[src/rtl/q4_block_dequant_to_half_defines.svh]
// Assertion macros for the q4 dequantizer
`ifndef Q4_BLOCK_DEQUANT_TO_HALF_DEFINES_SVH
`define Q4_BLOCK_DEQUANT_TO_HALF_DEFINES_SVH
`ifndef SYNTHESIS
`define Q4_ASSERT_IMPL(label, clk, rst_n, ante, cons, msg) \
    label: assert property (@(posedge clk) disable iff (!rst_n) (ante) |-> (cons)) \
        else $error(msg);
`define Q4_ASSERT_NEXT(label, clk, rst_n, ante, cons, msg) \
    label: assert property (@(posedge clk) disable iff (!rst_n) (ante) |=> (cons)) \
        else $error(msg);
`else
`define Q4_ASSERT_IMPL(label, clk, rst_n, ante, cons, msg)
`define Q4_ASSERT_NEXT(label, clk, rst_n, ante, cons, msg)
`endif
`endif

[src/rtl/q4dq_pkg.sv]
package q4dq_pkg;
    localparam int NUM_BYTES  = 16;
    localparam int IDX_W      = 4;
    localparam int NUM_LANES  = 2;
    localparam logic [3:0]  NIB_BIAS  = 4'd8;
    localparam logic [15:0] HALF_INF  = 16'h7C00;
    localparam logic [4:0]  EXP_ALL1  = 5'h1F;

    typedef struct packed {
        logic       last_of_block;
        logic       last_of_stream;
        logic [3:0] byte_index;
    } q4dq_tag_t;

    // index of highest set bit of a 14-bit value
    function automatic logic [3:0] q4dq_msb(input logic [13:0] v);
        logic [3:0] r;
        r = 4'd0;
        for (int i = 0; i < 14; i++)
            if (v[i]) r = 4'(i);
        return r;
    endfunction
endpackage

[src/rtl/q4dq_lane.sv]
// One lane: half scale times a signed nibble, rounded to half. Two stages.
module q4dq_lane
    import q4dq_pkg::*;
(
    input  logic        clk,
    input  logic        en,
    input  logic [15:0] scale_bits,
    input  logic [3:0]  nibble,
    output logic [15:0] value
);
    logic        sign_next, sign_reg, inf_next, inf_reg;
    logic [13:0] prod_next, prod_reg;
    logic signed [6:0] e2_next, e2_reg;
    logic [3:0]  mag;
    logic [10:0] sig;

    always_comb
    begin
        mag = (nibble >= NIB_BIAS) ? (nibble - NIB_BIAS) : (NIB_BIAS - nibble);
        sign_next = scale_bits[15] ^ (nibble < NIB_BIAS);
        inf_next  = (scale_bits[14:10] == EXP_ALL1);
        if (scale_bits[14:10] == 5'd0)
        begin
            sig = {1'b0, scale_bits[9:0]};
            e2_next = -7'sd24;
        end
        else
        begin
            sig = {1'b1, scale_bits[9:0]};
            e2_next = 7'(signed'({2'b00, scale_bits[14:10]})) - 7'sd25;
        end
        prod_next = 14'(15'(sig) * 15'(mag));
    end

    always_ff @(posedge clk)
    begin
        if (en)
        begin
            sign_reg <= sign_next;
            inf_reg  <= inf_next;
            prod_reg <= prod_next;
            e2_reg   <= e2_next;
        end
    end

    logic [3:0]  top;
    logic signed [7:0] hexp;
    logic [23:0] norm, f;
    logic [14:0] r;
    always_comb
    begin
        top  = q4dq_msb(prod_reg);
        hexp = 8'(e2_reg) + 8'(top) + 8'sd15;
        norm = 24'(prod_reg) << (5'd23 - 5'(top)); // bit 23 = hidden one
        f = '0;
        r = '0;
        if (inf_reg)
            value = {sign_reg, HALF_INF[14:0]};
        else if (prod_reg == 14'd0)
            value = {sign_reg, 15'd0};
        else if (hexp <= 0)
        begin
            if (hexp < -8'sd10)
                value = {sign_reg, 15'd0};
            else
            begin
                f = norm >> (8'sd1 - hexp);
                if (f[12]) f = f + 24'h2000;
                value = {sign_reg, 15'(f >> 13)};
            end
        end
        else if (hexp >= 8'sd31)
            value = {sign_reg, HALF_INF[14:0]};
        else
        begin
            f = {1'b0, norm[22:0]};
            if (f[12]) f = f + 24'h2000;
            r = 15'({hexp[4:0], 10'd0}) + 15'(f >> 13);
            if (r > HALF_INF[14:0]) r = HALF_INF[14:0];
            value = {sign_reg, r};
        end
    end
endmodule

[src/rtl/q4dq_merge.sv]
// Output register pairing the two lane values with their tag.
module q4dq_merge
    import q4dq_pkg::*;
(
    input  logic        clk,
    input  logic        rst_n,
    input  logic        in_valid,
    output logic        in_ready,
    input  logic [15:0] lane0,
    input  logic [15:0] lane1,
    input  q4dq_tag_t   tag,
    output logic        valid,
    input  logic        ready,
    output logic [15:0] value_even,
    output logic [15:0] value_odd,
    output q4dq_tag_t   tag_out
);
    logic valid_reg;
    assign in_ready = !valid_reg || ready;
    assign valid = valid_reg;
    always_ff @(posedge clk or negedge rst_n)
    begin
        if (!rst_n)
            valid_reg <= 1'b0;
        else if (in_ready)
            valid_reg <= in_valid;
    end
    always_ff @(posedge clk)
    begin
        if (in_ready && in_valid)
        begin
            value_even <= lane0;
            value_odd  <= lane1;
            tag_out    <= tag;
        end
    end
endmodule

[src/rtl/q4_block_dequant_to_half.sv]
// channel | handshake        | payload
// in      | valid / ready    | scale_bits quants_lo quants_hi final_block
// out     | out_valid/ready  | value_even value_odd byte_index last_of_*
// One block is taken into a holding register, then 16 words leave in byte
// order, one per cycle while the output is not stalled. Each byte passes the
// lane stage register, then the output register.
// The next block is accepted as the last byte of the current one issues,
// so a new block is taken while the last words of the old one are still in flight.
// Output stalls freeze the lane pipeline. rst_n clears all valid state.
`include "q4_block_dequant_to_half_defines.svh"
module q4_block_dequant_to_half
    import q4dq_pkg::*;
(
    input  logic        clk,
    input  logic        rst_n,
    input  logic        valid,
    output logic        ready,
    input  logic [15:0] scale_bits,
    input  logic [63:0] quants_lo,
    input  logic [63:0] quants_hi,
    input  logic        final_block,
    output logic        out_valid,
    input  logic        out_ready,
    output logic [15:0] value_even,
    output logic [15:0] value_odd,
    output logic [3:0]  byte_index,
    output logic        last_of_block,
    output logic        last_of_stream
);
    logic          held_reg;
    logic [IDX_W-1:0] idx_reg;
    logic [15:0]   scale_reg;
    logic [127:0]  bytes_reg;
    logic          fin_reg;
    logic          adv;       // pipeline advance
    logic          s1_valid_reg;
    q4dq_tag_t     s1_tag_reg, tag_out;
    logic          m_ready;
    logic          issue;
    logic [7:0]    cur_byte;

    assign adv   = m_ready || !s1_valid_reg;
    assign issue = held_reg && adv;
    assign ready = !held_reg || (issue && idx_reg == IDX_W'(NUM_BYTES - 1));
    assign cur_byte = bytes_reg[8*idx_reg +: 8];

    always_ff @(posedge clk or negedge rst_n)
    begin
        if (!rst_n)
        begin
            held_reg     <= 1'b0;
            idx_reg      <= '0;
            s1_valid_reg <= 1'b0;
        end
        else
        begin
            if (valid && ready)
            begin
                held_reg <= 1'b1;
                idx_reg  <= '0;
            end
            else if (issue)
            begin
                if (idx_reg == IDX_W'(NUM_BYTES - 1))
                    held_reg <= 1'b0;
                idx_reg <= idx_reg + 1'b1;
            end
            if (adv)
                s1_valid_reg <= held_reg;
        end
    end

    always_ff @(posedge clk)
    begin
        if (valid && ready)
        begin
            scale_reg <= scale_bits;
            bytes_reg <= {quants_hi, quants_lo};
            fin_reg   <= final_block;
        end
        if (issue)
        begin
            s1_tag_reg.byte_index     <= idx_reg;
            s1_tag_reg.last_of_block  <= (idx_reg == IDX_W'(NUM_BYTES - 1));
            s1_tag_reg.last_of_stream <= (idx_reg == IDX_W'(NUM_BYTES - 1)) && fin_reg;
        end
    end

    logic [15:0] lane_val [NUM_LANES];
    for (genvar g = 0; g < NUM_LANES; g++)
    begin : g_lane
        q4dq_lane u_lane (
            .clk        (clk),
            .en         (issue),
            .scale_bits (scale_reg),
            .nibble     (cur_byte[4*g +: 4]),
            .value      (lane_val[g])
        );
    end

    q4dq_merge u_merge (
        .clk        (clk),
        .rst_n      (rst_n),
        .in_valid   (s1_valid_reg),
        .in_ready   (m_ready),
        .lane0      (lane_val[0]),
        .lane1      (lane_val[1]),
        .tag        (s1_tag_reg),
        .valid      (out_valid),
        .ready      (out_ready),
        .value_even (value_even),
        .value_odd  (value_odd),
        .tag_out    (tag_out)
    );
    assign byte_index     = tag_out.byte_index;
    assign last_of_block  = tag_out.last_of_block;
    assign last_of_stream = tag_out.last_of_stream;

    `Q4_ASSERT_IMPL(a_stream_last, clk, rst_n, out_valid && last_of_stream, last_of_block, "last_of_stream without last_of_block")
    `Q4_ASSERT_IMPL(a_last_idx, clk, rst_n, out_valid, last_of_block == (byte_index == 4'd15), "last_of_block off index")
    `Q4_ASSERT_NEXT(a_idx_step, clk, rst_n, out_valid && out_ready && !last_of_block, !out_valid || byte_index == $past(byte_index) + 4'd1, "byte index skipped")
endmodule
[config.mk]
export PLATFORM = sky130hd
export DESIGN_NAME = q4_block_dequant_to_half
export DESIGN_NICKNAME = d
export VERILOG_FILES = /design/src/rtl/q4dq_pkg.sv /design/src/rtl/q4dq_lane.sv /design/src/rtl/q4dq_merge.sv /design/src/rtl/q4_block_dequant_to_half.sv
export VERILOG_INCLUDE_DIRS = /design/src /design/src/rtl
export SDC_FILE = /design/constraint.sdc
export NUM_CORES = 1
export LEC_CHECK = 0
export BUFFER_PORTS_ARGS = -buffer_cell sky130_fd_sc_hd__buf_2
export CAP_MARGIN = 5
export CORE_ASPECT_RATIO = 1.75
export CORE_MARGIN = 10
export CORE_UTILIZATION = 60
export DETAILED_ROUTE_END_ITERATION = 7
export PLACE_DENSITY_LB_ADDON = 0.3
export RECOVER_POWER = 100
export SYNTH_ARGS = -nofsm -noshare
export SYNTH_HDL_FRONTEND = slang
export SYNTH_SLANG_ARGS = --single-unit
[constraint.sdc]
create_clock -name clk -period 15.3 [get_ports clk]
set_input_delay 0 -clock clk [delete_from_list [all_inputs] [get_ports clk]]
set_output_delay 0 -clock clk [all_outputs]
set_load 0.1 [all_outputs]
==> After elaboration in Yosys (flattened, before gate mapping) <==
Index checks and enable logic that the tools add are counted.
{ "classes": {"add_sub_neg": 20, "mul": 2, "order_cmp": 12, "n_eq_ne": 2, "shift": 5, "muxes": 56, "bitwise": 2, "n_reduce_logical": 19} }
{ "ops": {"columns": ["operator", "n"], "rows": [
  ["24-bit 2-to-1 mux", 12],
  ["128-bit by 8-bit indexed part select with 8-bit output", 1],
  ["15-bit 2-to-1 mux", 8],
  ["4-bit 2-to-1 mux", 16],
  ["23-bit by 14-bit adder with 24-bit output, second input constant", 2],
  ["24-bit by 14-bit adder with 24-bit output, second input constant", 2],
  ["14-bit by 5-bit left shift with 24-bit output", 2],
  ["24-bit by 8-bit >> shifter with 24-bit output", 2],
  ["11-bit 2-to-1 mux", 3],
  ["15-bit by 11-bit adder with 15-bit output", 2],
  ["15-bit > comparator, second input constant", 2],
  ["14-bit zero test", 2],
  ["11-bit by 4-bit multiplier with 14-bit output", 2],
  ["3-bit 2-to-1 mux", 8],
  ["8-bit by 4-bit adder with 8-bit output, second input constant", 2],
  ["8-bit by 6-bit >= comparator with 1-bit output, second input constant", 2],
  ["8-bit by 1-bit <= comparator with 1-bit output, second input constant", 2],
  ["8-bit by 5-bit less-than comparator with 1-bit output, second input constant", 2],
  ["2-bit by 8-bit subtractor with 8-bit output, first input constant", 2],
  ["6-bit by 5-bit adder with 7-bit output", 2],
  ["5-bit by 4-bit subtractor with 5-bit output, first input constant", 2],
  ["4-bit >= comparator, second input constant", 2],
  ["4-bit less-than comparator, second input constant", 2],
  ["2-bit 2-to-1 mux", 4],
  ["15 further kinds", 32]
]} }
{ "word_totals": {"ff_bits": 233, "output_inout_bits": 40, "word_cells": 143} }

==> Longest topological paths before layout <==
{ "depth": {"depth_word": 27, "depth_mapped": 27, "mapped_depth_nobuf": 24} }

==> Cells and area by module <==
From an unflattened synthesis, not the netlist that was laid out.
{ "unflattened": {"hier_cells": 1646, "area_unflattened_um2": 17376.7} }
{ "by_module_without_submodules": {"columns": ["module", "instances", "cells_each", "area_each_um2", "seq_area_each_um2"], "rows": [
  ["q4_block_dequant_to_half", 1, 268, 5913.2, 4684.5],
  ["q4dq_lane (g_lane[1].u_lane)", 1, 681, 5146.2, 660.6],
  ["q4dq_lane (g_lane[0].u_lane)", 1, 655, 5122.4, 660.6],
  ["q4dq_merge", 1, 42, 1194.9, 1166.1]
]} }

==> Worst setup path after synthesis <==
OpenSTA, ideal clock, no wires.
{ "synth_timing": {"kind": "reg-to-reg", "startpoint": "register u_merge.valid_reg (netlist: u_merge.valid)", "endpoint": "register bytes_reg[0], enable pin", "setup_ps": 697, "arrival_time_ps": 8209, "required_time_ps": 14603, "path_slack_ps": 6394, "stages_incl_launch_ff": 4, "n_path_buf": 0, "cell_sequence": "dfrtp_1 nand3b_1 nand2_1 a21oi_1"} }
{ "synth_via": {"elab_chain_len": 7} }
{ "synth_rtl": {"columns": ["element", "line_no", "source"], "rows": [
  ["start, declared", "q4dq_merge.sv:18", "logic valid_reg;"],
  ["start signal, assigned", "q4dq_merge.sv:26", "valid_reg <= in_valid;"],
  ["1-bit zero test", "q4dq_merge.sv:19", "assign in_ready = !valid_reg || ready;"],
  ["1-bit logical OR", "q4dq_merge.sv:19", null],
  ["1-bit logical OR", "q4_block_dequant_to_half.sv:42", "assign adv = m_ready || !s1_valid_reg;"],
  ["1-bit logical AND", "q4_block_dequant_to_half.sv:43", "assign issue = held_reg && adv;"],
  ["1-bit logical AND", "q4_block_dequant_to_half.sv:44", "assign ready = !held_reg || (issue && idx_reg == IDX_W'(NUM_BYTES - 1));"],
  ["1-bit logical OR", "q4_block_dequant_to_half.sv:44", null],
  ["1-bit logical AND", "q4_block_dequant_to_half.sv:75", "if (valid && ready)"],
  ["end signal, assigned", "q4_block_dequant_to_half.sv:78", "bytes_reg <= {quants_hi, quants_lo};"],
  ["end, declared", "q4_block_dequant_to_half.sv:33", "logic [127:0] bytes_reg;"]
]} }
Every way passes these cells.
A chain may end at the register's enable or synchronous reset.

==> Worst setup path in the final report <==
{ "layout_timing": {"startpoint": "register idx_reg[0]", "endpoint": "register bytes_reg[115], enable pin"} }
{ "layout_via": {"elab_chain_len": 4} }
{ "layout_rtl": {"columns": ["element", "line_no", "source"], "rows": [
  ["start, declared", "q4_block_dequant_to_half.sv:31", "logic [IDX_W-1:0] idx_reg;"],
  ["start signal, assigned", "q4_block_dequant_to_half.sv:66", "idx_reg <= idx_reg + 1'b1;"],
  ["4-bit equality test", "q4_block_dequant_to_half.sv:44", null],
  ["1-bit logical AND", "q4_block_dequant_to_half.sv:44", null],
  ["1-bit logical OR", "q4_block_dequant_to_half.sv:44", null],
  ["1-bit logical AND", "q4_block_dequant_to_half.sv:75", null]
]} }
Every way passes these cells.

==> results.md <==
* Status: finished, violations left
* Failing checks: capacitance limit, slew limit
* Clock Path Buffers at 3
* Startpoint types: flop
* Clock Sinks at 233
* DR vias at 15.4k
* Worst setup EP type: flop
* Layout cells sized above 1 at 11.6%
* Worst Clk Skew at between 0.02 and 0.03 ns
* Hpwl dp at ~36000 um
* Post-Syn Nets at roughly 1.9k
* Routed Antenna Nets at 0
* Die Width at 147 um
* Root Buffer: clkbuf_16
* Fillers at 1862
* Worst-margin pin slew at 4.07 ns
* PortBufs at 188
* Synth warn at 0
* Gr ovfl total at 0
* RSZ-0062 raised after global routing: false
* Max Slew Vio Count at between 300 and 400
* CTS tree: done
* Final Net Count at 2148
* Cell Count Post-Placement at 2094
* Antenna violations before repair at 2
* Post-CTS setup buffers at 0
* Detailed Route WL at roughly 59000 um
* Mean Syn Cell Area at 10.6 sq um
* Max-slew headroom at -171%
* Max-capacitance violation count at 6
* Setup CP Type: flop to flop
* Vias in the first global route at 15.5k
* Cts bufs inserted at 22
* Critical path fanouts, max at 76
* Core area at roughly 28000 sq um
* Largest register FFs at about 130
* Post-synth EDFFs at ~230
* DR iter-0 viols at about 1.7k
* Worst-Skew Late Latency at 0.55 ns
* Drt via density at 6.73
* Ys async rst share at 3.00%
* DR pass1 iterations at 6
* Routed wire per std cell at 25.6 um
* Setup violators final at 0
* Post-synth top flop: edfxtp_1
* Site Rows at 81
* Initial core utilization at between 60% and 70%
* Fmax at 0.0989 GHz
* Htree depth at 1
* Netlist cell types at 105
* Register area share after synthesis at 41.1%
* Mapped Cells at about 1.6k
* RePlAce Congestion at a little under 1
* Commonest cells after routing, fill and taps aside: 226 x edfxtp_1, 156 x nand2_1, 149 x dlygate4sd3_1, 108 x nor2_1, 101 x clkbuf_1
* Tot GR Track Use at 30.6%
* Period minus WS final at 10.11 ns
* Die H at 242 um
* Global-route wire length before repair at 87600 um
* Final cell count without fillers at ~2.3k
* Commonest non-fill, non-tap cell in the layout: edfxtp_1
* Worst hold path class: primary input to flop
* TNS Setup at 0 ns
* Final Hold Fails at 0
* Post-Syn Area at 16900 sq um
* Critical Path AT at 10.16 ns
* Largest net degree at the start of global routing at 77
* Post-route DRC violation count at 0
* Die ar. at 35600 sq um
* Clock Pin Slew Worst Setup and Hold Paths at 0.08 ns
* Tcrit/Tclk final at between 60% and 70%
* Layout area overhead at 19.4%
* Worst EP required at 15.35 ns
* Top Ports at around 190
* Yosys reg bits at 233
==> synthesized netlist by cell type (17+ instances only) <==
cell	instances	area, sq um
xnor2_1	67	587
buf_2	18	90.1
nand2_1	156	586
o211ai_1	38	285
nand2b_1	22	138
a211oi_1	20	150
a31oi_1	18	113
fa_1	38	761
mux2i_1	17	170
and2_1	46	288
inv_1	94	353
clkbuf_1	56	210
nand4_1	18	113
edfxtp_1	226	6790
nand3_1	51	255
a21oi_1	59	295
nor3_1	30	150
mux4_2	43	968
xor2_1	22	193
o22ai_1	24	150
nor2_1	108	405
o21ai_0	51	255
ha_1	66	826
==> critical path, stage by stage (launching register included) <==
cell and delay [ns]:
dfrtp_2 0.37, clkbuf_1 2.16, ha_1 0.53, and3_1 0.33
nand2_1 0.19, a21oi_4 0.18, clkbuf_1 2.72, clkbuf_1 3.01
==> layout make-up <==
type	count	area (sq um)	area share [%]
multi-input combinational	1187	9240	45.7
sequential	233	6960	34.5
timing repair buffer	346	2360	11.7
clock buffer	27	591	2.92
tap	373	467	2.31
inverter	105	394	1.95
clock inverter	11	184	0.910
antenna	2	5.00	0.0248
==> timing repair <==
action | 4_1_cts | 5_1_grt
endpoints found under the hold margin | 159 | 0
gates resized for setup | 0 | 0
hold buffers | 149 | 0
==> worst paths after layout <==
check	from	endpoint	slack [ns]	cells past startpoint
max	idx_reg[0]$_DFFE_PN0P_	bytes_reg[115]$_DFFE_PP_	5.19	7
min	quants_hi[22]	bytes_reg[86]$_DFFE_PP_	0.17	2
max reg2reg	idx_reg[0]$_DFFE_PN0P_	bytes_reg[115]$_DFFE_PP_	5.19	7
min reg2reg	s1_tag_reg[2]$_DFFE_PP_	u_merge.tag_out[2]$_DFFE_PP_	0.44	0
max in group asynchronous	rst_n	idx_reg[0]$_DFFE_PN0P_	14.49	3
min in group asynchronous	rst_n	held_reg$_DFFE_PN0P_	0.49	3
==> through the flow <==
stage                     hold slack (ns)  setup WS [ns]  area [sq um]  utilization (%)
after floorplan                    -0.296           6.39         16900                -
after global placement             -0.157           8.02         18100             64.9
after detailed placement           -0.152           7.72         18100             64.9
after CTS                           0.151           7.69         20400             73.1
after global routing                0.177           4.52         20200             72.5
final                               0.165           5.19         20200             72.5
==> logic make-up (layout without fill, tap and decap cells) <==
group,after synthesis,count (layout),share of synthesized area (%)
buffers and inverters,183,489,4.19
xor gates and xnor gates,91,91,4.84
DFF,233,233,41.1
AOI/OAI and AO/OA,388,388,17.1
other,0,2,0
and+or+nand+nor,537,537,16.1
muxes,66,66,7.19
adders and majority gates,105,105,9.43
==> routing by layer <==
metal | up-vias | GRT usage, % | wire length (um)
met2 | 1148 | 54.6 | 29900
met5 | - | 0 | 0
met1 | 7288 | 33.1 | 19100
met4 | 0 | 17.7 | 4050
li1 | 6656 | - | -
met3 | 275 | 5.59 | 5430
Power is not shown: default switching activity piles up to over one toggle a cycle in this logic, so the estimate is an artifact.
